## config.mk

```make
export PLATFORM = sky130hd
export DESIGN_NAME = circ_sqrt_cell
export DESIGN_NICKNAME = d
export VERILOG_FILES = /design/src/rtl/circ_pkg.sv /design/src/rtl/circ_sqrt_cell.sv
export SDC_FILE = /design/constraint.sdc
export NUM_CORES = 1
export LEC_CHECK = 0
export ABC_AREA = 1
export ABC_CLOCK_PERIOD_IN_PS = 6250
export BUFFER_PORTS_ARGS = -buffer_cell sky130_fd_sc_hd__buf_2
export CAP_MARGIN = 20
export CORE_UTILIZATION = 35
export DETAILED_ROUTE_END_ITERATION = 10
export SLEW_MARGIN = 10
export SYNTH_ARGS = -nofsm -noshare
export SYNTH_HDL_FRONTEND = slang
export SYNTH_SLANG_ARGS = --single-unit
```

## constraint.sdc

```tcl
create_clock -name i_clk -period 6.25 [get_ports i_clk]
set_clock_uncertainty 0.15 [all_clocks]
set_input_delay 0.3125 -clock i_clk [delete_from_list [all_inputs] [get_ports i_clk]]
set_output_delay 0.3125 -clock i_clk [all_outputs]
set_load 0.01 [all_outputs]
```

## src/rtl/circ_pkg.sv

```systemverilog
// Shared widths, types and pipeline words for the circumcircle core.
`default_nettype none
package circ_pkg;

    // coordinate width and derived widths
    localparam int CW   = 24;            // coordinate width
    localparam int RW   = CW - 1;        // radius width
    localparam int HB   = CW + 1;        // width of a point difference, split point of |u|^2
    localparam int UW   = 2 * CW + 2;    // |u|^2, |v|^2 (unsigned)
    localparam int DW   = 2 * CW + 3;    // determinant D, partial products (signed)
    localparam int NW   = 2 * CW + HB + 3; // center numerators (signed)
    localparam int NPW  = NW + 2;        // rounded dividend 2|n| + 2|D|
    localparam int DVW  = DW + 2;        // divisor 4|D|
    localparam int QB   = CW + 3;        // quotient bits kept
    localparam int RDW  = DVW + QB;      // divider remainder
    localparam int DSW  = DVW + QB - 1;  // aligned divisor
    localparam int SQW  = 2 * RW + 2;    // root operand
    localparam int SQN  = RW + 1;        // root steps

    // point coordinates carried along the front and divider
    typedef struct packed {
        logic signed [CW-1:0] x1;
        logic signed [CW-1:0] y1;
        logic signed [CW-1:0] x3;
        logic signed [CW-1:0] y3;
    } t_pts;

    // side data beside the divider lanes
    typedef struct packed {
        t_pts pts;
        logic neg_x;
        logic neg_y;
        logic big_x;
        logic big_y;
        logic degen;
    } t_div_side;

    // one divider stage word, two lanes
    typedef struct packed {
        logic [RDW-1:0] rem_x;
        logic [RDW-1:0] rem_y;
        logic [QB-1:0]  q_x;
        logic [QB-1:0]  q_y;
        logic [DSW-1:0] dsh;
        t_div_side      side;
    } t_div_word;

    // side data beside the root chain
    typedef struct packed {
        logic signed [CW-1:0] cx;
        logic signed [CW-1:0] cy;
        logic ovf;
        logic rbig;
        logic degen;
    } t_sqrt_side;

    // one root stage word
    typedef struct packed {
        logic [SQW-1:0] op;
        logic [SQW-1:0] res;
        logic [SQW-1:0] one;
        t_sqrt_side     side;
    } t_sqrt_word;

endpackage
`default_nettype wire

```

## src/rtl/circ_sqrt_cell.sv

```systemverilog
// One integer square-root cell: settles one result bit.
`default_nettype none
module circ_sqrt_cell (
    input  logic                 i_clk,
    input  logic                 i_rst_n,
    input  logic                 i_en,
    input  logic                 i_valid,
    input  circ_pkg::t_sqrt_word i_word,
    output logic                 o_valid,
    output circ_pkg::t_sqrt_word o_word
);

    logic                 r_valid;
    circ_pkg::t_sqrt_word r_word;
    circ_pkg::t_sqrt_word n_word;
    logic [circ_pkg::SQW-1:0] w_trial;
    logic w_ge;

    // trial subtract of res + one
    always_comb begin
        w_trial = i_word.res + i_word.one;
        w_ge    = (i_word.op >= w_trial);
        n_word  = i_word;
        n_word.op  = w_ge ? (i_word.op - w_trial) : i_word.op;
        n_word.res = w_ge ? ((i_word.res >> 1) + i_word.one) : (i_word.res >> 1);
        n_word.one = i_word.one >> 2;
    end

    always_ff @(posedge i_clk) begin
        if (!i_rst_n) begin
            r_valid <= 1'b0;
        end else if (i_en) begin
            r_valid <= i_valid;
        end
    end

    always_ff @(posedge i_clk) begin
        if (i_en) begin
            r_word <= n_word;
        end
    end

    assign o_valid = r_valid;
    assign o_word  = r_word;

endmodule
`default_nettype wire

```

Word-level counts from Yosys, hierarchy flattened
Index checks and enable logic that the tools add are counted.
- register bits: 194
- output and inout bits: 196
- word-level logic and storage cells: 16
- add/sub/neg operators: 3
- $lt $le $gt $ge: 1
- muxes and demuxes: 2
- operators with widths (kind ; count):
    $add 47x48->48 ; 1
    $add 48x48->48 ; 1
    $ge 48x48->1 ; 1
    $mux 48 ; 1
    $sub 48x48->48 ; 1
    $mux 47 ; 1

Depth between registers and ports, before layout
Gate-level depths: netlist (run 1).
- word-level depth: 3
- mapped depth: 27

Worst setup path before layout (run 1)
OpenSTA, ideal clock, no wires.
- path type: input to register
- from: input port i_word[51] (netlist bit)
- to: register r_word, in the netlist o_word[100] (data pin)
- setup time: 0.257 ns
- arrival time: 3.297 ns
- data required time: 5.843 ns
- setup slack: 2.546 ns
- stages on the path: 24
- path buffers: 2
- cell sequence: ha_1 inv_1 fa_1 inv_1 nand3_1 nand2_1 nand2_1 nand2_1 nand3_1 nand3_1 a21oi_1 xor2_1 ha_1 nand2_1 nor2_2 nand2_2 nor2_4 inv_2 nor2_2 nand2_4 nand4_2 buf_6 buf_4 o21ai_1
- RTL lines (item ; RTL line ; text):
    start: declaration ; circ_sqrt_cell.sv:8 ; input circ_pkg::t_sqrt_word i_word,
    end signal: assignment ; circ_sqrt_cell.sv:39 ; r_word <= n_word;
    end: declaration ; circ_sqrt_cell.sv:14 ; circ_pkg::t_sqrt_word r_word;

==> summary.txt, run 1 <==
status = complete, no violations
Max Transition Viols Final = 0
cts repair resizes = 0
Clock transition at path regs = 0.08 ns
Post-DRT Antenna Nets = 0
Antenna Cells = 0
largest fanout on the critical path = 48
worst path bufs/invs = 4
vias per inst = 4.879
leading cell type in the layout, fill and taps excluded = nand2_1
final setup fails = 0
routed vias = 20.22k
distinct cell type count after synthesis = 38
number of global-route vias before repair = 19.78k
width of the die = 234.3 um
maxcap violations = 0
sequential area share after synthesis = 30.79%
initial drt markers = 1316
EDFF count, synth = 193
CTS buffer count = 17
critical path type = in2reg
slew margin rel. = 46.81%
CTS root buf = clkbuf_16
Peak VDD IR = 0.2046 mV
dpl hpwl = 60400 um
first-pass GRT wire length = 109300 um
HP Class = in2reg
asr flop ratio synth = 0%
gr usage total = 26.71%
Post-Syn Instances = 2948
Synth Cell Area = 18890 um2
Die Y = 234.3 um
Leak Pwr = 0.01251 uW
Top Ports = 395
antenna violations before repair = 1
nets = 3788
RSZ-0062 raised after global routing = false
required time worst endpoint = 6.34 ns
DRC violations left = 0
Power Dens Cells = 236.1 nW/um2
Post-CTS Setup Bufs = 0
Initial Utilization = 35.66%
Filler Cells Inserted = 5729
Slew @ Worst Pin = 0.7979 ns
GP Congestion = 0.9960
CP cell instances = dlygate4sd3_1 -> buf_2 -> ha_1 -> a21oi_1 -> nand2_1 -> nand2_1 -> nand2_1 -> nand3_1 -> nand3_1 -> a21oi_1 -> xor2_1 -> ha_1 -> nand2_1 -> inv_1 -> nand2_1 -> nand2_1 -> a21oi_1 -> nand2_1 -> nand2_1 -> nand4_4 -> buf_12 -> nand2_1 -> o21ai_1
Crit path max-delay family = simple AND/OR/NAND/NOR gates
Synth Flop Type = edfxtp_1
Peak Freq = 0.1874 GHz
critical path endpoint category = flip-flop
Ys Warns = 0
Wirelength per Cell = 17.62 um
crit-path max cell delay = 0.53 ns
minimum clock period = 5.336 ns
gr ovfl total = 0
final hold vios = 0
CTS tree = yes
Critical Path Slowest Stage Cell = dlygate4sd3_1
CTS H-tree depth = 4
Clock Sinks = 194
site row count = 84
Pre-Repair DR Iteration Count = 5
Area growth syn-to-layout = 23.04%
DIE AREA = 54900 um2
CP Launch Type = primary input
Worst path most repeated cell = nand2_1
CTS max path bufs = 2
fin crit share = 85.38%
largest net degree at the start of global routing = 114
# port buffers = 392
Setup TNS = 0 ns
average cell area after synthesis = 6.408 um2
Core Region = 52970 um2
Cells after DPL = 4004
WL final = 73030 um
most frequent cells in the layout = nand2_1, inv_1, buf_2
Hold-fix buffers, CTS = 109
Synth Register Bits = 194
insertion delay of the later-clocked pin in the worst-skew pair = 0.49 ns
layout cells sized above 1 = 12.76%
crit path DAT = 5.43 ns
Layout Cells excl Fill = 4145
==> report_power, final <==
part           internal, uW  switching, uW  total [uW]  leakage (uW)
Combinational           877           1720        2600        0.0103
Clock                   560            579        1140      0.000279
Sequential             1690           61.4        1750       0.00189
Total                  3130           2360        5490        0.0125
==> routing by layer <==
metal	global-route usage (%)	vias up	share of wire (%)
li1	-	10270	-
met1	33.18	9201	43
met2	46.40	636	48
met3	3.502	117	5.0
met4	10.85	0	3.8
met5	0	-	0
==> stage by stage <==
stage / util (%) / power, uW / setup WS [ns] / instance area, um2 / hold slack (ns)
6_report: 43.88 / 5487 / 0.9135 / 23240 / 0.02764
3_3_place_gp: 40.74 / 4304 / 0.8607 / 21580 / 0.3388
3_5_place_dp: 40.74 / 4298 / 0.9029 / 21580 / 0.3406
4_1_cts: 43.88 / 5512 / 1.095 / 23240 / 0.0003850
5_1_grt: 43.88 / 5896 / 0.6341 / 23240 / 0.007584
2_1_floorplan: - / 3433 / 2.546 / 18890 / 0.2560
==> synthesized netlist by cell type (6+ instances only) <==
library cell	n	area [um2]
nand3b_1	10	75.07
nand4_1	86	538.0
buf_4	6	45.04
nor2_1	260	975.9
o21ai_0	41	205.2
edfxtp_1	193	5796
xnor2_1	21	183.9
xor2_1	60	525.5
ha_1	142	1777
nor4_1	6	37.54
o21ai_1	50	250.2
a21oi_1	129	645.6
nand2_1	1104	4144
nor2_2	6	37.54
nand3_1	168	840.8
and2_1	6	37.54
buf_6	12	135.1
o21bai_1	12	90.09
inv_1	586	2200
nor3_1	13	65.06
==> path summary, 6_finish.rpt <==
check | startpoint | to | slack, ns | cells past startpoint
worst min register to register | o_valid | o_valid | 0.97 | 3
worst min-delay path | i_word[150] | o_word[150] | 0.03 | 3
worst max register to register | o_valid | o_valid | 4.87 | 3
worst max-delay path | i_word[53] | o_word[171] | 0.91 | 23
==> registers in the layout, indices dropped and copies added, names as in the netlist <==
name / cells
o_valid: 1
o_word: 193
==> cells by family after synthesis <==
group	after synthesis	synth area share, %
other	1	0.01985
buffers and inverters	619	12.93
and+or+nand+nor	1666	36.08
xor gates and xnor gates	81	3.756
DFF	194	30.79
AOI/OAI and AO/OA	242	6.703
adders and majority gates	145	9.724
==> layout make-up <==
cell class                      count  area (um2)  share of cell area [%]
Sequential cell                   194        5816                   25.02
Tap cell                          688       860.8                   3.704
Clock buffer                       17       425.4                   1.830
Inverter                          588        2207                   9.496
Multi-Input combinational cell   2136       10640                   45.80
Timing Repair Buffer              507        3144                   13.53
Clock inverter                     15       145.1                  0.6245
==> worst register-to-register path, cell delays in order, from the launching register on <==
cell and delay (ns):
dfxtp_1 0.31, o21ai_0 0.17, a21oi_1 0.07, dlygate4sd3_1 0.58
Power figures use the tool's default switching activity.
==> inputs of run 2 (changes only) <==
Settings changed: BUFFER_PORTS_ARGS -buffer_cell sky130_fd_sc_hd__buf_2 to default, CORE_ASPECT_RATIO from default to 0.75, DONT_BUFFER_PORTS from default to 1.
==> run 2 against run 1 <==
Net effect: non-clock buffer count fell by 307; global-route usage rose by 0.83 points; first-iteration DRC count rose by 68%; via count fell by 2.9%; largest power group unchanged.
==> summary.txt, run 2 (synthesis gave the netlist of run 1 again) <==
Cells after DPL = 3635
Worst path most repeated cell = nand2_1
final hold vios = 0
CP Launch Type = primary input
gr usage total = 27.54%
initial drt markers = 2211
Core Region = 53160 um2
Peak Freq = 0.1958 GHz
GP Congestion = 1.042
crit-path max cell delay = 0.54 ns
FF/Latch Area = 5816 um2
Power Dens Cells = 240.9 nW/um2
Slew @ Worst Pin = 1.104 ns
Finished Core Util = 41.71%
Top Ports = 395
Initial Utilization = 35.53%
required time worst endpoint = 6.32 ns
RSZ-0062 raised after global routing = false
WL final = 77280 um
HP Class = in2reg
DRC violations left = 0
# port buffers = 0
Layout Cells excl Fill = 3863
multi-input logic area = 10640 um2
width of the die = 270.3 um
site row count = 73
gr ovfl total = 0
Area growth syn-to-layout = 17.37%
CTS root buf = clkbuf_16
first-pass GRT wire length = 112600 um
routed vias = 19.63k
Max Transition Viols Final = 0
CTS H-tree depth = 4
status = complete, no violations
fin crit share = 81.72%
Wirelength per Cell = 20.00 um
dpl hpwl = 61490 um
number of global-route vias before repair = 17.60k
CP cell instances = dlygate4sd3_1 -> inv_1 -> fa_1 -> inv_1 -> nand3_1 -> nand2_1 -> nand2_1 -> nand2b_1 -> nand2_1 -> nand2_1 -> nand2_1 -> nand4_1 -> nand2_1 -> ha_1 -> nand2_1 -> nor2_1 -> nand2_1 -> nand2_1 -> a21oi_1 -> nand4_4 -> buf_12 -> nand2_1 -> o21ai_1
nets = 3481
Post-DRT Antenna Nets = 0
crit path DAT = 5.17 ns
CTS tree = yes
Peak VDD IR = 0.1498 mV
minimum clock period = 5.108 ns
Clock Sinks = 194
overall power = 5342 uW
DIE AREA = 54910 um2
vias per inst = 5.082
Fin Hold WS = 0.02493 ns
largest net degree at the start of global routing = 196
cts repair resizes = 0
Filler Cells Inserted = 5741
max reg flops = 193
final setup fails = 0
CTS max path bufs = 2
slew margin rel. = 26.41%
Clock transition at path regs = 0.07 ns
Die Y = 203.2 um
critical path endpoint category = flip-flop
Setup TNS = 0 ns
leading cell type in the layout, fill and taps excluded = nand2_1
Leak Pwr = 0.01132 uW
layout cells sized above 1 = 1.556%
maxcap violations = 0
critical path type = in2reg
insertion delay of the later-clocked pin in the worst-skew pair = 0.48 ns
most frequent cells in the layout = nand2_1, inv_1, nor2_1
antenna violations before repair = 2
CTS buffer count = 17
largest fanout on the critical path = 87
Pre-Repair DR Iteration Count = 6
Critical Path Slowest Stage Cell = dlygate4sd3_1
[run 2: changes by cell type in the layout (fill, tap and decap cells not counted), moves of 2 or more]
cell,before,now
clkinv_8,0,2
dlygate4sd3_1,109,194
inv_8,3,1
buf_2,391,0
[run 2: final timing paths]
kind                                  start           to  slack, ns  depth (start not counted)
worst max register to register      o_valid      o_valid       4.78                          3
worst max-delay path            i_word[100]  o_word[117]       1.14                         23
worst min-delay path            i_word[100]   o_word[99]       0.02                          3
worst min register to register      o_valid      o_valid       1.04                          3
[run 2: layout make-up]
cell class / instances / share of cell area (%)
diodes: 1 / 0.01129
clock buffers: 17 / 1.919
clock inverters: 15 / 0.6941
inverters: 588 / 9.955
multi-input cells: 2136 / 48.01
flip-flops and latches: 194 / 26.23
well taps: 712 / 4.018
repair buffers: 200 / 9.165
[run 2: per-stage QoR]
stage | cell area [um2] | worst slack [ns]
global placement | 19620 | 1.396
detailed placement | 19620 | 1.249
finish | 22170 | 1.142
global route | 22170 | 0.9695
CTS | 22170 | 1.411
floorplan | 18890 | 2.546
[run 2: repair_timing]
item / in CTS / in global routing
hold buffers: 195 / 0
buffers inserted: 0 / 0
hold endpoints to repair: 387 / 0
[run 2: worst max-delay path: cells and delay by family]
kind                       cells  cell delay [ns]
adders and majority gates      2             0.82
and+or+nand+nor               15             2.38
buffers and inverters          4             1.13
AOI/OAI and AO/OA              2             0.41
[run 2: routing by layer]
metal | share of wire (%) | track usage, %
met5 | 0.030 | 0
met2 | 38 | 36.89
met3 | 12 | 8.819
met4 | 0.96 | 3.874
met1 | 49 | 42.72
[run 2: report_power, final]
| group | internal (uW) | total [uW] | leakage (uW) | switching [uW] |
|---|---|---|---|---|
| clock network | 561 | 1130 | 0.000277 | 572 |
| logic | 747 | 2300 | 0.00915 | 1550 |
| registers | 1700 | 1910 | 0.00189 | 210 |
==> inputs of run 3 (changes only) <==
Settings changed: ABC_CLOCK_PERIOD_IN_PS 6250 to 5000.
Clock period 6.25 ns to 5 ns, I/O delays scaled along.
==> run 3 against run 2 <==
Net effect: the run now ends with hold timing left; combinational power grew 25%; core utilization increased by 0.14 points; sequential power rose by 24%; routed wire length down 0.56%; cell area grew 0.34%; critical path type unchanged; largest power group unchanged.
==> summary.txt, run 3 (synthesis gave the netlist of run 1 again) <==
Peak Freq = 0.2128 GHz
violated checks = hold timing
CTS H-tree depth = 4
DRC violations left = 0
vias per inst = 5.047
Peak VDD IR = 0.2043 mV
CTS tree = yes
critical path endpoint category = flip-flop
slew margin rel. = 55.81%
minimum clock period = 4.700 ns
Filler Cells Inserted = 5754
required time worst endpoint = 5.08 ns
RSZ-0062 raised after global routing = false
setup slack, reg-to-reg = 3.61 ns
Initial Utilization = 35.53%
CP Launch Type = primary input
nets = 3486
largest net degree at the start of global routing = 196
most frequent cells in the layout = nand2_1, inv_1, nor2_1
fin crit share = 94.01%
largest fanout on the critical path = 36
Hold-fix buffers, CTS = 195
max reg flops = 193
FF/Latch Area = 5816 um2
overall power = 6691 uW
layout cells sized above 1 = 1.743%
crit path DAT = 4.78 ns
site row count = 73
antenna violations before repair = 5
multi-input logic area = 10640 um2
Core Region = 53160 um2
status = finished with violations
Wirelength per Cell = 19.87 um
Die Y = 203.2 um
CTS buffer count = 17
Post-DRT Antenna Nets = 0
Clock Sinks = 194
Fin Hold WS = -0.2481 ns
Pre-Repair DR Iteration Count = 5
number of global-route vias before repair = 17.52k
Antenna Cells = 0
routed vias = 19.52k
GP Congestion = 1.017
# port buffers = 0
Area growth syn-to-layout = 17.78%
gr usage total = 27.33%
CTS max path bufs = 2
final setup fails = 0
WL final = 76840 um
Power Dens Cells = 300.7 nW/um2
final hold vios = 115
critical path type = in2reg
Finished Core Util = 41.85%
Leak Pwr = 0.01137 uW
width of the die = 270.3 um
CTS root buf = clkbuf_16
first-pass GRT wire length = 111500 um
Max Transition Viols Final = 0
leading cell type in the layout, fill and taps excluded = nand2_1
Top Ports = 395
Clock transition at path regs = 0.08 ns
dpl hpwl = 61910 um
Slew @ Worst Pin = 0.6579 ns
gr ovfl total = 0
HP Class = in2reg
DIE AREA = 54910 um2
Setup TNS = 0 ns
initial drt markers = 2514
maxcap violations = 0
insertion delay of the later-clocked pin in the worst-skew pair = 0.47 ns
==> run 3: repair_timing <==
action	4_1_cts	5_1_grt
hold endpoints to repair	387	193
resized for setup	0	0
setup buffers	0	0
==> run 3: path summary, 6_finish.rpt <==
path / startpoint / end / depth (start not counted)
setup / recovery: i_word[100] / o_word[149] / 23
hold / removal: i_en / o_word[12] / 0
setup reg to reg: o_valid / o_valid / 3
hold reg to reg: o_valid / o_valid / 3
==> run 3: critical path: stages <==
cell           delay, ns
dlygate4sd3_1       0.59
inv_1               0.10
fa_1                0.45
inv_1               0.11
nand3_1             0.07
nand2_1             0.19
nand2_1             0.07
nand2b_1            0.15
nand2_1             0.09
nand3_1             0.27
nand2_1             0.17
nand3b_1            0.12
nand2_1             0.08
ha_1                0.39
nand2_1             0.13
nor2_1              0.24
nand4_1             0.21
nor2_2              0.20
nand2_4             0.14
nand4_4             0.22
buf_12              0.22
buf_12              0.21
o21ai_1             0.09
==> run 3: through the flow <==
step                      setup slack (ns)  cells  instance area [um2]
after floorplan                      1.358   2949                18890
after global placement              0.4722   3640                19700
after detailed placement            0.3696   3640                19700
after CTS                           0.4714   3867                22250
after global routing               0.03913   3867                22250
final                               0.2996   3867                22250
==> run 3: report_power, final <==
part | total (uW) | switching, uW | internal, uW
logic | 2880 | 1910 | 963
clock network | 1440 | 758 | 682
registers | 2370 | 245 | 2130
==> run 3: cell type report <==
type	count	area share, %
Inverter	588	9.921
Timing Repair Buffer	205	9.392
Sequential cell	194	26.14
Clock buffer	17	1.912
Tap cell	712	4.004
Multi-Input combinational cell	2136	47.84
Clock inverter	15	0.7874
==> run 3: layer usage <==
layer | vias up | GRT usage (%) | routed length [um]
li1 | 9688 | - | -
met1 | 8783 | 41.90 | 37620
met2 | 994 | 36.16 | 29000
met3 | 44 | 9.867 | 9409
met4 | 6 | 4.318 | 785
met5 | - | 0 | 34
