[src/rtl/circ_pkg.sv]
// Shared widths, types and pipeline words for the circumcircle core.
`default_nettype none
package circ_pkg;

    // coordinate width and derived widths
    localparam int CW   = 24;            // coordinate width
    localparam int RW   = CW - 1;        // radius width
    localparam int HB   = CW + 1;        // width of a point difference, split point of |u|^2
    localparam int UW   = 2 * CW + 2;    // |u|^2, |v|^2 (unsigned)
    localparam int DW   = 2 * CW + 3;    // determinant D, partial products (signed)
    localparam int NW   = 2 * CW + HB + 3; // center numerators (signed)
    localparam int NPW  = NW + 2;        // rounded dividend 2|n| + 2|D|
    localparam int DVW  = DW + 2;        // divisor 4|D|
    localparam int QB   = CW + 3;        // quotient bits kept
    localparam int RDW  = DVW + QB;      // divider remainder
    localparam int DSW  = DVW + QB - 1;  // aligned divisor
    localparam int SQW  = 2 * RW + 2;    // root operand
    localparam int SQN  = RW + 1;        // root steps

    // point coordinates carried along the front and divider
    typedef struct packed {
        logic signed [CW-1:0] x1;
        logic signed [CW-1:0] y1;
        logic signed [CW-1:0] x3;
        logic signed [CW-1:0] y3;
    } t_pts;

    // side data beside the divider lanes
    typedef struct packed {
        t_pts pts;
        logic neg_x;
        logic neg_y;
        logic big_x;
        logic big_y;
        logic degen;
    } t_div_side;

    // one divider stage word, two lanes
    typedef struct packed {
        logic [RDW-1:0] rem_x;
        logic [RDW-1:0] rem_y;
        logic [QB-1:0]  q_x;
        logic [QB-1:0]  q_y;
        logic [DSW-1:0] dsh;
        t_div_side      side;
    } t_div_word;

    // side data beside the root chain
    typedef struct packed {
        logic signed [CW-1:0] cx;
        logic signed [CW-1:0] cy;
        logic ovf;
        logic rbig;
        logic degen;
    } t_sqrt_side;

    // one root stage word
    typedef struct packed {
        logic [SQW-1:0] op;
        logic [SQW-1:0] res;
        logic [SQW-1:0] one;
        t_sqrt_side     side;
    } t_sqrt_word;

endpackage
`default_nettype wire

[src/rtl/circ_div_cell.sv]
// One restoring-division cell: one quotient bit for each of two lanes.
`default_nettype none
module circ_div_cell (
    input  logic                i_clk,
    input  logic                i_rst_n,
    input  logic                i_en,
    input  logic                i_valid,
    input  circ_pkg::t_div_word i_word,
    output logic                o_valid,
    output circ_pkg::t_div_word o_word
);

    logic                r_valid;
    circ_pkg::t_div_word r_word;
    circ_pkg::t_div_word n_word;
    logic [circ_pkg::RDW-1:0] w_dsh;
    logic [circ_pkg::RDW-1:0] w_rx, w_ry;
    logic w_gx, w_gy;

    // compare, subtract, shift
    always_comb begin
        w_dsh  = {1'b0, i_word.dsh};
        w_gx   = (i_word.rem_x >= w_dsh);
        w_gy   = (i_word.rem_y >= w_dsh);
        w_rx   = w_gx ? (i_word.rem_x - w_dsh) : i_word.rem_x;
        w_ry   = w_gy ? (i_word.rem_y - w_dsh) : i_word.rem_y;
        n_word = i_word;
        n_word.rem_x = {w_rx[circ_pkg::RDW-2:0], 1'b0};
        n_word.rem_y = {w_ry[circ_pkg::RDW-2:0], 1'b0};
        n_word.q_x   = {i_word.q_x[circ_pkg::QB-2:0], w_gx};
        n_word.q_y   = {i_word.q_y[circ_pkg::QB-2:0], w_gy};
    end

    always_ff @(posedge i_clk) begin
        if (!i_rst_n) begin
            r_valid <= 1'b0;
        end else if (i_en) begin
            r_valid <= i_valid;
        end
    end

    always_ff @(posedge i_clk) begin
        if (i_en) begin
            r_word <= n_word;
        end
    end

    assign o_valid = r_valid;
    assign o_word  = r_word;

endmodule
`default_nettype wire

[config.mk]
export PLATFORM = sky130hd
export DESIGN_NAME = circ_div_cell
export DESIGN_NICKNAME = d
export VERILOG_FILES = /design/src/rtl/circ_pkg.sv /design/src/rtl/circ_div_cell.sv
export SDC_FILE = /design/constraint.sdc
export NUM_CORES = 1
export LEC_CHECK = 0
export BUFFER_PORTS_ARGS = -buffer_cell sky130_fd_sc_hd__buf_2
export CAP_MARGIN = 15
export CORE_AREA = 2 2 305 307
export CTS_BUF_LIST = sky130_fd_sc_hd__clkbuf_4 sky130_fd_sc_hd__clkbuf_8
export DETAILED_ROUTE_END_ITERATION = 8
export DIE_AREA = 0 0 307 309
export GPL_TIMING_DRIVEN = 0
export SYNTH_ARGS = -nofsm -noshare
export SYNTH_HDL_FRONTEND = slang
export SYNTH_SLANG_ARGS = --single-unit
[constraint.sdc]
create_clock -name i_clk -period 9.3 [get_ports i_clk]
set_input_delay 0.465 -clock i_clk [delete_from_list [all_inputs] [get_ports i_clk]]
set_output_delay 0.465 -clock i_clk [all_outputs]
set_load 0.02 [all_outputs]
== After elaboration in Yosys (flattened, before gate mapping) ==
Index checks and enable logic that the tools add are counted.

* Bits of input ports: 398
* Output and inout port bits: 395
* Flip-flop bits (word level): 393

* Muxes and demuxes: 2
* Magnitude comparators: 2
* Add/sub/neg operators: 2

{| class="wikitable"
|+ Operators with widths
! kind !! number
|-
| >= comparator 80 x 79 -> 1 bit || 2
|-
| two-way mux 79 bit || 2
|-
| subtractor 79 bit || 2
|}

== Logic depth before layout (Yosys ltp) ==
Gate-level depths: netlist of the first run.

* Word-level depth: 2
* Mapped depth: 16
* Mapped depth without buffers: 14

== Least setup slack after synthesis of the first run ==
Ideal clock, no wire load.

* Path type: input to register
* Start point: in i_word[314] in the netlist's numbering
* End point: reg r_word (netlist bit o_word[317]) (data pin)
* Arrival: 3.309 ns
* Setup slack: 5.731 ns
* Setup time: 0.260 ns
* Required time: 9.040 ns
* Stages: 15
* Cell sequence: inv_1 > ha_1 > fa_1 > nand2b_1 > a21oi_2 > o2111ai_2 > a31oi_4 > a41oi_4 > o31ai_4 > a211oi_2 > a21oi_2 > o22a_2 > buf_12 > buf_12 > mux2_4

* Cells in the longest elaborated chain, start to end: 2
* Elaborated cells between the ends (all ways): 3
* Classes of those cells: 1 x add/sub; 1 x order compare; 1 x mux

{| class="wikitable"
|+ RTL lines
! element !! RTL line !! source
|-
| start, declared || circ_div_cell.sv:8 || <nowiki>input circ_pkg::t_div_word i_word,</nowiki>
|-
| subtractor 79 bit / >= comparator 80 x 79 -> 1 bit (equally long branches) || circ_div_cell.sv:25, circ_div_cell.sv:23 ||
|-
| two-way mux 79 bit (*) || circ_div_cell.sv:25 || <nowiki>w_rx = w_gx ? (i_word.rem_x - w_dsh) : i_word.rem_x;</nowiki>
|-
| net w_rx, one bit || circ_div_cell.sv:17 || <nowiki>logic [circ_pkg::RDW-1:0] w_rx, w_ry;</nowiki>
|-
| end signal, assigned || circ_div_cell.sv:44 || <nowiki>r_word <= n_word;</nowiki>
|-
| end, declared || circ_div_cell.sv:14 || <nowiki>circ_pkg::t_div_word r_word;</nowiki>
|}

The timed path passes the listed nets; every way through them passes the cells marked *.
A chain may end at the register's enable or synchronous reset.

== Final worst setup path of the first run ==
* Start point: in i_word[101] in the netlist's numbering
* End point: reg r_word (netlist bit o_word[355]) (data pin)

Same word-level chain as after synthesis.

==> results of run 1 <==
-- registers in the layout, indices dropped and copies added, names as in the netlist --
signal,flops
o_valid,1
o_word,392
-- what timing repair did --
| action | 4_1_cts | 5_1_grt |
|---|---|---|
| hold endpoints to repair | 235 | 0 |
| hold buffers | 236 | 0 |
| buffers inserted | 0 | 0 |
-- per-stage QoR --
step / instances / setup WS (ns) / hold WS [ns]
after floorplan: 2265 / 5.731 / 0.5639
after global placement: 4239 / 1.393 / 0.4915
after detailed placement: 4243 / 4.214 / 0.5178
after CTS: 4610 / 4.406 / 0.0002450
after global routing: 4617 / 4.280 / 0.02016
final: 4625 / 4.406 / 0.05301
-- logic make-up (layout without fill, tap and decap cells) --
logic type | count (synthesis) | in the layout | synth area share, %
buffers and inverters | 228 | 1387 | 5.030
and+or+nand+nor | 584 | 584 | 11.41
xor gates and xnor gates | 145 | 145 | 5.167
muxes | 81 | 81 | 4.867
adders and majority gates | 160 | 160 | 8.207
AOI/OAI and AO/OA | 672 | 672 | 17.33
other | 1 | 17 | 0.01526
DFF | 393 | 393 | 47.98
-- final cells by class --
cell class | instances | area (um^2) | area share, %
clock buffer | 104 | 1281 | 3.759
antenna | 15 | 37.54 | 0.1101
clock inverter | 27 | 286.5 | 0.8407
timing repair buffer | 1028 | 6404 | 18.79
buffer | 102 | 763.2 | 2.240
tap | 1186 | 1484 | 4.354
multi-input combinational | 1644 | 11560 | 33.92
sequential | 393 | 11790 | 34.60
inverter | 126 | 473.0 | 1.388
-- synthesized netlist by cell type (5+ instances only) --
| library cell | number | area share [%] |
|---|---|---|
| o211ai_1 | 21 | 0.64 |
| buf_12 | 10 | 0.81 |
| a21o_1 | 77 | 2.4 |
| and3_1 | 8 | 0.20 |
| a211oi_1 | 15 | 0.46 |
| buf_4 | 18 | 0.55 |
| inv_1 | 125 | 1.9 |
| o31ai_1 | 7 | 0.21 |
| nor4_1 | 14 | 0.36 |
| or3_1 | 11 | 0.28 |
| nor2b_1 | 13 | 0.33 |
| and4_1 | 5 | 0.18 |
| o21ai_1 | 13 | 0.26 |
| buf_6 | 10 | 0.46 |
| nand4_1 | 70 | 1.8 |
| edfxtp_1 | 392 | 48 |
| a21oi_1 | 262 | 5.3 |
| a221oi_1 | 10 | 0.36 |
| ha_1 | 158 | 8.0 |
| o21a_1 | 15 | 0.46 |
| a31oi_1 | 20 | 0.51 |
| clkbuf_1 | 36 | 0.55 |
| o21ai_0 | 123 | 2.5 |
| nand2b_1 | 14 | 0.36 |
| buf_2 | 22 | 0.45 |
| nor3b_1 | 9 | 0.27 |
| or2_2 | 6 | 0.15 |
| nand2_1 | 175 | 2.7 |
| o21bai_1 | 35 | 1.1 |
| nor2_1 | 171 | 2.6 |
| a21boi_0 | 7 | 0.21 |
| mux2_4 | 77 | 4.7 |
| nor3_1 | 35 | 0.71 |
| xnor2_1 | 81 | 2.9 |
| nand3_1 | 27 | 0.55 |
| xor2_1 | 64 | 2.3 |
-- worst max-delay path by stage --
stage,from,endpoint,slack (ns),cells past startpoint
6_report,i_word[101],o_word[355],4.41,16
5_1_grt,i_word[121],o_word[283],4.28,17
2_1_floorplan,i_word[314],o_word[317],5.73,15
3_5_place_dp,i_word[101],o_word[355],4.21,15
3_3_place_gp,i_en,o_word[46],1.39,1
4_1_cts,i_word[101],o_word[355],4.41,16
-- power by group through the flow --
stage	sequential, uW	clock (uW)	combinational [uW]
5_1_grt	2280	1990	2020
3_3_place_gp	2320	0	1800
4_1_cts	2260	1940	1900
2_1_floorplan	2550	0	852
3_5_place_dp	2300	0	1810
6_report	2260	1870	1890
-- critical path, stage by stage --
cell and delay (ns):
dlygate4sd3_1 0.55, buf_2 0.15, ha_1 0.24, fa_1 0.44, nand2b_1 0.20, a21oi_2 0.25
o2111ai_2 0.21, a31oi_4 0.51, a41oi_4 0.29, o31ai_4 0.46, a211oi_2 0.21, a21oi_2 0.33
o22a_2 0.22, buf_12 0.22, buf_12 0.18, mux2_4 0.34
-- metal layers --
| metal | track usage [%] | vias up | wire, um |
|---|---|---|---|
| li1 | - | 10710 | - |
| met1 | 24.28 | 11090 | 41750 |
| met2 | 41.80 | 866 | 58220 |
| met3 | 5.454 | 213 | 7629 |
| met4 | 9.801 | 44 | 4679 |
| met5 | 0 | - | 290 |
==> metrics.cfg, run 1 <==
[clock_network]
clk_path_buf_depth=3
cts_sinks=393
cts_max_level=3
ctsRootBufferMaster=clkbuf_8
cts_tree=yes
clkLatencyLatePin_ns=0.69
cts_made_buffers=77
cts.repair.resized=0
clk_pin_slew_ns=0.06

[final_layout]
area_growth_pct=38.67
layout_commonest_cell=buf_2
layout.nets=3930
layout_common_cells=810 x buf_2, 392 x edfxtp_1, 262 x a21oi_1
nFillCells=9248
postLayoutCellArea_mm2=0.03408
finish.utilization_pct=37.29
drive_gt1_share_pct=32.07

[floorplan]
dieArea_mm2=0.09486
die_h_um=309
initial_core_util_pct=26.89
core_region_area_mm2=0.09139
pin_count=793
row_count=111
die_x_um=307

[logic_synthesis]
synth_ff_type=edfxtp_1
syn-cell-area_mm2=0.02458
ys_seq_area_share_pct=47.98
async_flop_share_pct=0
synth-edff-count=392
avgSynthCellArea_um2=10.86
postSynthCellCount=2264
ys_ff_latch=393
yosysWarnings=0
ys_types=95

[power_and_ir_drop]
power_uw=6022
internal-power_uw=3987
p_comb_share_pct=31.4
leakage_uw=0.01478
pwr-share-seq_pct=37.6
ir_worst_vdd_mv=0.08546
p_clk_share_pct=31.0
p_per_area_mw_per_mm2=176.7
p_sw_share_pct=33.78
switchingPower_uw=2034

[worst_setup_path]
r2r-start=o_valid
reg2reg_depth=3
worst-r2r-setup-slack_ns=8.16
worstPathArrival_ns=5.31
critPathKind=primary input to flip-flop
worstSetupStartpointType=primary input
worstPathRequired_ns=9.72
crit_fanout=10
worstReg2RegEnd=o_valid
cp-end-kind=flip-flop

[timing]
grt_setup_unrepaired=no
worst_pin_slew_ns=0.9264
finalSetupTns_ns=0
maxSlewViolCount=0
hold_viol=0
relSlewSlack_pct=38.24
fin_crit_sh_pct=52.62
period_needed_ns=4.894
fin_worst_skew_ns=0
fmax_mhz=204.3
final-setup-viol-count=0

[outcome]
status=finished clean

[place]
place.gp.congestion=0.9170
place_area_mm2=0.03011
placement.io_buffers=788
hpwl_mm=91.43

[detailed_routing]
dr.pass1.iters=6
drc_errors=0
dr.first_iter.drc_count=1485
wl_mm=112.6
wire_per_inst_um=24.34
num_vias=22930
viasPerCell=4.957
ant_nets=0

[min_path]
holdPathStages=1
hp-class=primary input to flip-flop
hold_end=o_word[137]
worstHoldStart=i_word[137]

[grt]
grt.total_usage_pct=22.54
grt_max_degree=110
overflow=0
grt_pass1_vias=22540
antenna_found_initial=41
grt_pass1_wl_mm=154.4

[job]
drv_cap=0

No activity file was read; power rests on OpenSTA's default activity.
==> run 2: changes to the inputs <==
Settings changed: CORE_AREA 2 2 305 307 to 2 2 308 310, DIE_AREA 0 0 307 309 to 0 0 310 312.
Clock period 9.3 ns to 4.5 ns, I/O delays scaled along.
==> run 2 against run 1 <==
Against the previous run: power rose by 110%; combinational power rose by 110%; final area rose by 5.1%; largest cell class unchanged; sequential power rose by 110%; sequential share of layout area fell by 1.7 points; global-route usage rose by 0.17 points.
==> metrics.cfg, run 2 (synthesis results as in run 1) <==
[final_layout]
layout.nets=4088
largest_register_ff_count=392
postLayoutCellArea_mm2=0.03581
layout_common_cells=809 x buf_2, 393 x dlygate4sd3_1, 392 x edfxtp_1
regArea_mm2=0.01179
drive_gt1_share_pct=30.73
layout_commonest_cell=buf_2
area_growth_pct=45.71
nFillCells=9367
multi_input_area_mm2=0.01157

[clock_network]
cts_max_level=3
clk_path_buf_depth=3
cts_tree=yes
clk_pin_slew_ns=0.06
clkLatencyLatePin_ns=0.69
cts_made_buffers=75
cts_sinks=393
ctsRootBufferMaster=clkbuf_8

[worst_setup_path]
worstPathArrival_ns=4.79
worstReg2RegEnd=o_valid
worstPathRequired_ns=4.93
worstSetupStartpointType=primary input
worst-r2r-setup-slack_ns=3.35
critPathKind=primary input to flip-flop
crit_chain=dlygate4sd3_1 > buf_2 > inv_1 > ha_1 > a21oi_1 > nand2_1 > o21ai_0 > a21oi_1 > o21ai_0 > a2111oi_2 > nor3_1 > o31ai_1 > xor2_1 > mux2_4
crit_fanout=5
cp-end-kind=flip-flop
crit_path_max_incr_delay_ns=0.66
slowest_stage=o21ai_0
r2r-start=o_valid
reg2reg_depth=3

[detailed_routing]
wl_mm=114.9
drc_errors=0
viasPerCell=4.835
num_vias=23490
dr.pass1.iters=7
ant_nets=0
wire_per_inst_um=23.65
dr.first_iter.drc_count=1587

[timing]
worst_pin_slew_ns=0.8459
hold_viol=0
fmax_mhz=229.7
maxSlewViolCount=0
hold_slack_ns=0.1166
final-setup-viol-count=0
relSlewSlack_pct=43.17
fin_worst_skew_ns=0
fin_crit_sh_pct=96.75
period_needed_ns=4.354

[place]
place_area_mm2=0.03023
place.gp.congestion=0.9244
hpwl_mm=92.77
placement.io_buffers=788

[min_path]
hold_end=o_word[315]
holdPathStages=3
hp-class=primary input to flip-flop
worstHoldStart=i_word[101]

[floorplan]
row_count=112
die_x_um=310
initial_core_util_pct=26.41
die_h_um=312
pin_count=793
core_region_area_mm2=0.09305
dieArea_mm2=0.09672

[power_and_ir_drop]
leakage_uw=0.01544
ir_worst_vdd_mv=0.1829
p_per_area_mw_per_mm2=352.2

[outcome]
status=finished clean

[grt]
grt.total_usage_pct=22.71
grt_pass1_wl_mm=159.0
overflow=0
grt_pass1_vias=23630
grt_max_degree=105
antenna_found_initial=32

[job]
drv_cap=0

-- run 2: cell count changes in the layout (fill, tap and decap cells not counted), moves of 2 or more --
cell           delta
dlygate4sd3_1   +157
clkbuf_4         -13
clkinv_2          +8
diode_2           +7
clkinvlp_4        +6
clkbuf_8          -5
buf_4             +3
bufinv_16         +2
-- run 2: cell type report --
type | count | area share (%)
plain buffers | 102 | 2.131
inverters | 126 | 1.321
multi-input cells | 1644 | 32.30
flip-flops and latches | 393 | 32.93
repair buffers | 1188 | 22.40
clock buffers | 86 | 3.113
clock inverters | 44 | 1.272
diodes | 22 | 0.1537
well taps | 1254 | 4.381
-- run 2: worst max-delay path, delay by kind of cell --
family	cells	cell delay, ns
AO/OA/AOI/OAI	6	2.20
buffers and inverters	3	0.78
AND/OR/NAND/NOR	2	0.77
adder cells (fa/ha/maj)	1	0.33
multiplexers	1	0.27
XOR/XNOR	1	0.18
-- run 2: per-stage QoR --
stage / utilization, % / setup WS [ns] / cells / setup TNS, ns / total power (uW)
CTS: 38.40 / 0.03188 / 4835 / 0 / 12750
finish: 38.49 / 0.1465 / 4859 / 0 / 12610
detailed placement: 32.49 / -0.3377 / 4312 / -28.53 / 8487
global route: 38.46 / -0.006794 / 4851 / -0.006794 / 13180
global placement: 32.34 / -3.121 / 4307 / -1221.48 / 8504
floorplan: - / 1.171 / 2265 / 0 / 7037
-- run 2: what timing repair did --
action	4_1_cts	5_1_grt
setup endpoints to repair	0	53
resized for setup	0	1
hold buffers	393	0
endpoints found under the hold margin	432	0
buffers inserted	0	2
-- run 2: routing by layer --
layer | routed length (um) | GRT usage, % | vias up
li1 | - | - | 11060
met1 | 42970 | 24.57 | 11380
met2 | 59830 | 42.28 | 837
met3 | 6942 | 4.462 | 194
met4 | 5015 | 10.13 | 20
met5 | 135 | 0 | -
-- run 2: worst max path at each step --
stage                startpoint     endpoint  slack (ns)  cells after the start
global placement           i_en      o_valid       -3.12                      3
finish              i_word[106]  o_word[389]        0.15                     14
global route        i_word[120]  o_word[284]      -0.007                     17
CTS                 i_word[102]  o_word[322]        0.03                     15
floorplan           i_word[314]  o_word[317]        1.17                     15
detailed placement  i_word[101]  o_word[322]       -0.34                     15
-- run 2: power breakdown --
| part | total, uW | switching (uW) | leakage [uW] | internal, uW |
|---|---|---|---|---|
| registers | 4680 | 127 | 0.00385 | 4550 |
| logic | 4060 | 2460 | 0.0108 | 1600 |
| clock network | 3870 | 1740 | 0.000798 | 2130 |
==> run 3: changes to the inputs <==
Settings changed: ABC_AREA set to 1, CORE_AREA 2 2 308 310 to 2 2 306 308, DIE_AREA 0 0 310 312 to 0 0 308 310.
==> run 3 against run 2 <==
Against the previous run: via count rose by 33%; worst hold slack improved by 0.067 ns; clock power fell by 2%; sequential share of layout area fell by 3.2 points; largest cell class is now multi-input gates; area after synthesis rose by 16%; final area rose by 11%; flip-flop and latch count did not move; global-route usage rose by 8.4 points.
==> metrics.cfg, run 3 <==
[logic_synthesis]
yosysWarnings=0
synth.most_common_cell=nand2_1
ys_types=34
synth_top_area_share_pct=41.15
synth_ff_type=edfxtp_1
synth_common_cells=1,691 x nand2_1, 742 x inv_1, 392 x edfxtp_1
ys_seq_area_share_pct=41.22
synth-edff-count=392
avgSynthCellArea_um2=7.094
async_flop_share_pct=0
ys_ff_latch=393
synthTopCellsByArea=edfxtp_1 41%, nand2_1 22%, inv_1 9.7%
syn-cell-area_mm2=0.02860
postSynthCellCount=4032
yosys.area.top_type=edfxtp_1

[floorplan]
die_h_um=310
initial_core_util_pct=30.93
row_count=112
die_x_um=308
pin_count=793
core_region_area_mm2=0.09249
dieArea_mm2=0.09548

[clock_network]
clk_path_buf_depth=3
ctsRootBufferMaster=clkbuf_8
cts.repair.resized=0
cts_tree=yes
cts_sinks=393
post-cts-setup-buffers=0
cts_made_buffers=74
cts_max_level=3
clkLatencyLatePin_ns=0.74
clk_pin_slew_ns=0.06

[detailed_routing]
ant_nets=0
dr.pass1.iters=6
viasPerCell=4.750
dr.first_iter.drc_count=2258
wl_mm=153.7
num_vias=31140
wire_per_inst_um=23.44
drc_errors=0

[min_path]
hp-class=primary input to flip-flop

[timing]
finalSetupTns_ns=0
period_needed_ns=3.582
fmax_mhz=279.2
maxSlewViolCount=0
hold_viol=0
fin_worst_skew_ns=0
worst_pin_slew_ns=1.095
fin_crit_sh_pct=79.60
hold_slack_ns=0.1834
relSlewSlack_pct=27.00
grt_setup_unrepaired=no
final-setup-viol-count=0

[place]
hpwl_mm=128.7
place.gp.congestion=1.019
dp.cells=6021
placement.io_buffers=788

[final_layout]
nFillCells=9731
finalNonFillerCells=6555
layout_commonest_cell=nand2_1
largest_register_ff_count=392
layout_common_cells=1,691 x nand2_1, 794 x buf_2, 742 x inv_1
area_growth_pct=38.63
drive_gt1_share_pct=18.77
layout.nets=5851

[worst_setup_path]
worstPathRequired_ns=4.96
worst-r2r-setup-slack_ns=3.22
crit_top_cell=nand2_1
crit_fanout=5
slowest_stage=dlygate4sd3_1
worstSetupStartpointType=primary input
crit_path_max_incr_delay_ns=0.53
path_buf_inv=4
cp-end-kind=flip-flop
crit_chain=dlygate4sd3_1 > buf_2 > inv_1 > ha_1 > nand2_1 > nor2_1 > inv_1 > nor3_1 > nand3_1 > nor2_1 > nor2_1 > nand2_1 > nand2_1 > nand3_1 > nand2_1
crit_family=simple AND/OR/NAND/NOR gates
worstPathArrival_ns=4.04
critPathKind=primary input to flip-flop

[grt]
grt_util_met2_pct=56.80
antenna_found_initial=8
grt_max_degree=121
grt_pass1_wl_mm=210.8
overflow=0
grt_pass1_vias=31410
grt_util_met3_pct=4.856
grt-busiest-layer=met2
grt.total_usage_pct=31.16
met1_usage_pct=35.28

[job]
drv_cap=0

[power_and_ir_drop]
ir_worst_vdd_mv=0.2749
leakage_uw=0.02051
power_uw=12770
p_per_area_mw_per_mm2=321.9

[outcome]
status=finished clean

run 3: metrics by stage:
stage / utilization, % / area [um^2] / worst slack [ns]
finish: 42.87 / 39650 / 0.9180
global placement: 36.82 / 34050 / -2.912
detailed placement: 36.92 / 34140 / 0.8235
global route: 42.86 / 39640 / 0.9362
CTS: 42.85 / 39630 / 1.080
floorplan: - / 28610 / 2.245
run 3: final timing paths:
kind | from | end | cells past startpoint
setup reg to reg | o_valid | o_valid | 3
hold / removal | i_word[183] | o_word[184] | 2
hold reg to reg | o_valid | o_valid | 3
setup / recovery | i_word[157] | o_word[373] | 15
run 3: kinds of logic after synthesis:
family | Yosys count | synth area share [%]
flip-flops | 393 | 41.22
AO/OA/AOI/OAI | 259 | 4.750
other | 1 | 0.01311
XOR/XNOR | 89 | 2.725
adder cells (fa/ha/maj) | 160 | 7.051
buffers and inverters | 782 | 10.99
AND/OR/NAND/NOR | 2348 | 33.25
run 3: report_power, final:
part           internal [uW]  switching, uW  total, uW
registers               4530            136       4670
logic                   1370           2930       4310
clock network           2070           1710       3790
run 3: metal layers:
| layer | up-vias | wire length, um |
|---|---|---|
| li1 | 15110 | - |
| met1 | 14660 | 59910 |
| met2 | 1104 | 77430 |
| met3 | 265 | 7811 |
| met4 | 6 | 8480 |
| met5 | - | 34 |
run 3: timing repair:
action                                 4_1_cts  5_1_grt
hold buffers                               393        0
endpoints found under the hold margin      441        0
setup endpoints to repair                    0        0
run 3: final cells by class:
class / instances / area (um^2) / share of cell area [%]
Timing Repair Buffer: 1184 / 7970 / 20.10
Multi-Input combinational cell: 2858 / 13670 / 34.48
Inverter: 746 / 2800 / 7.062
Sequential cell: 393 / 11790 / 29.74
Clock buffer: 97 / 1216 / 3.067
Tap cell: 1197 / 1498 / 3.777
Antenna cell: 9 / 22.52 / 0.05679
Clock inverter: 35 / 339.1 / 0.8551
Buffer: 36 / 342.8 / 0.8645
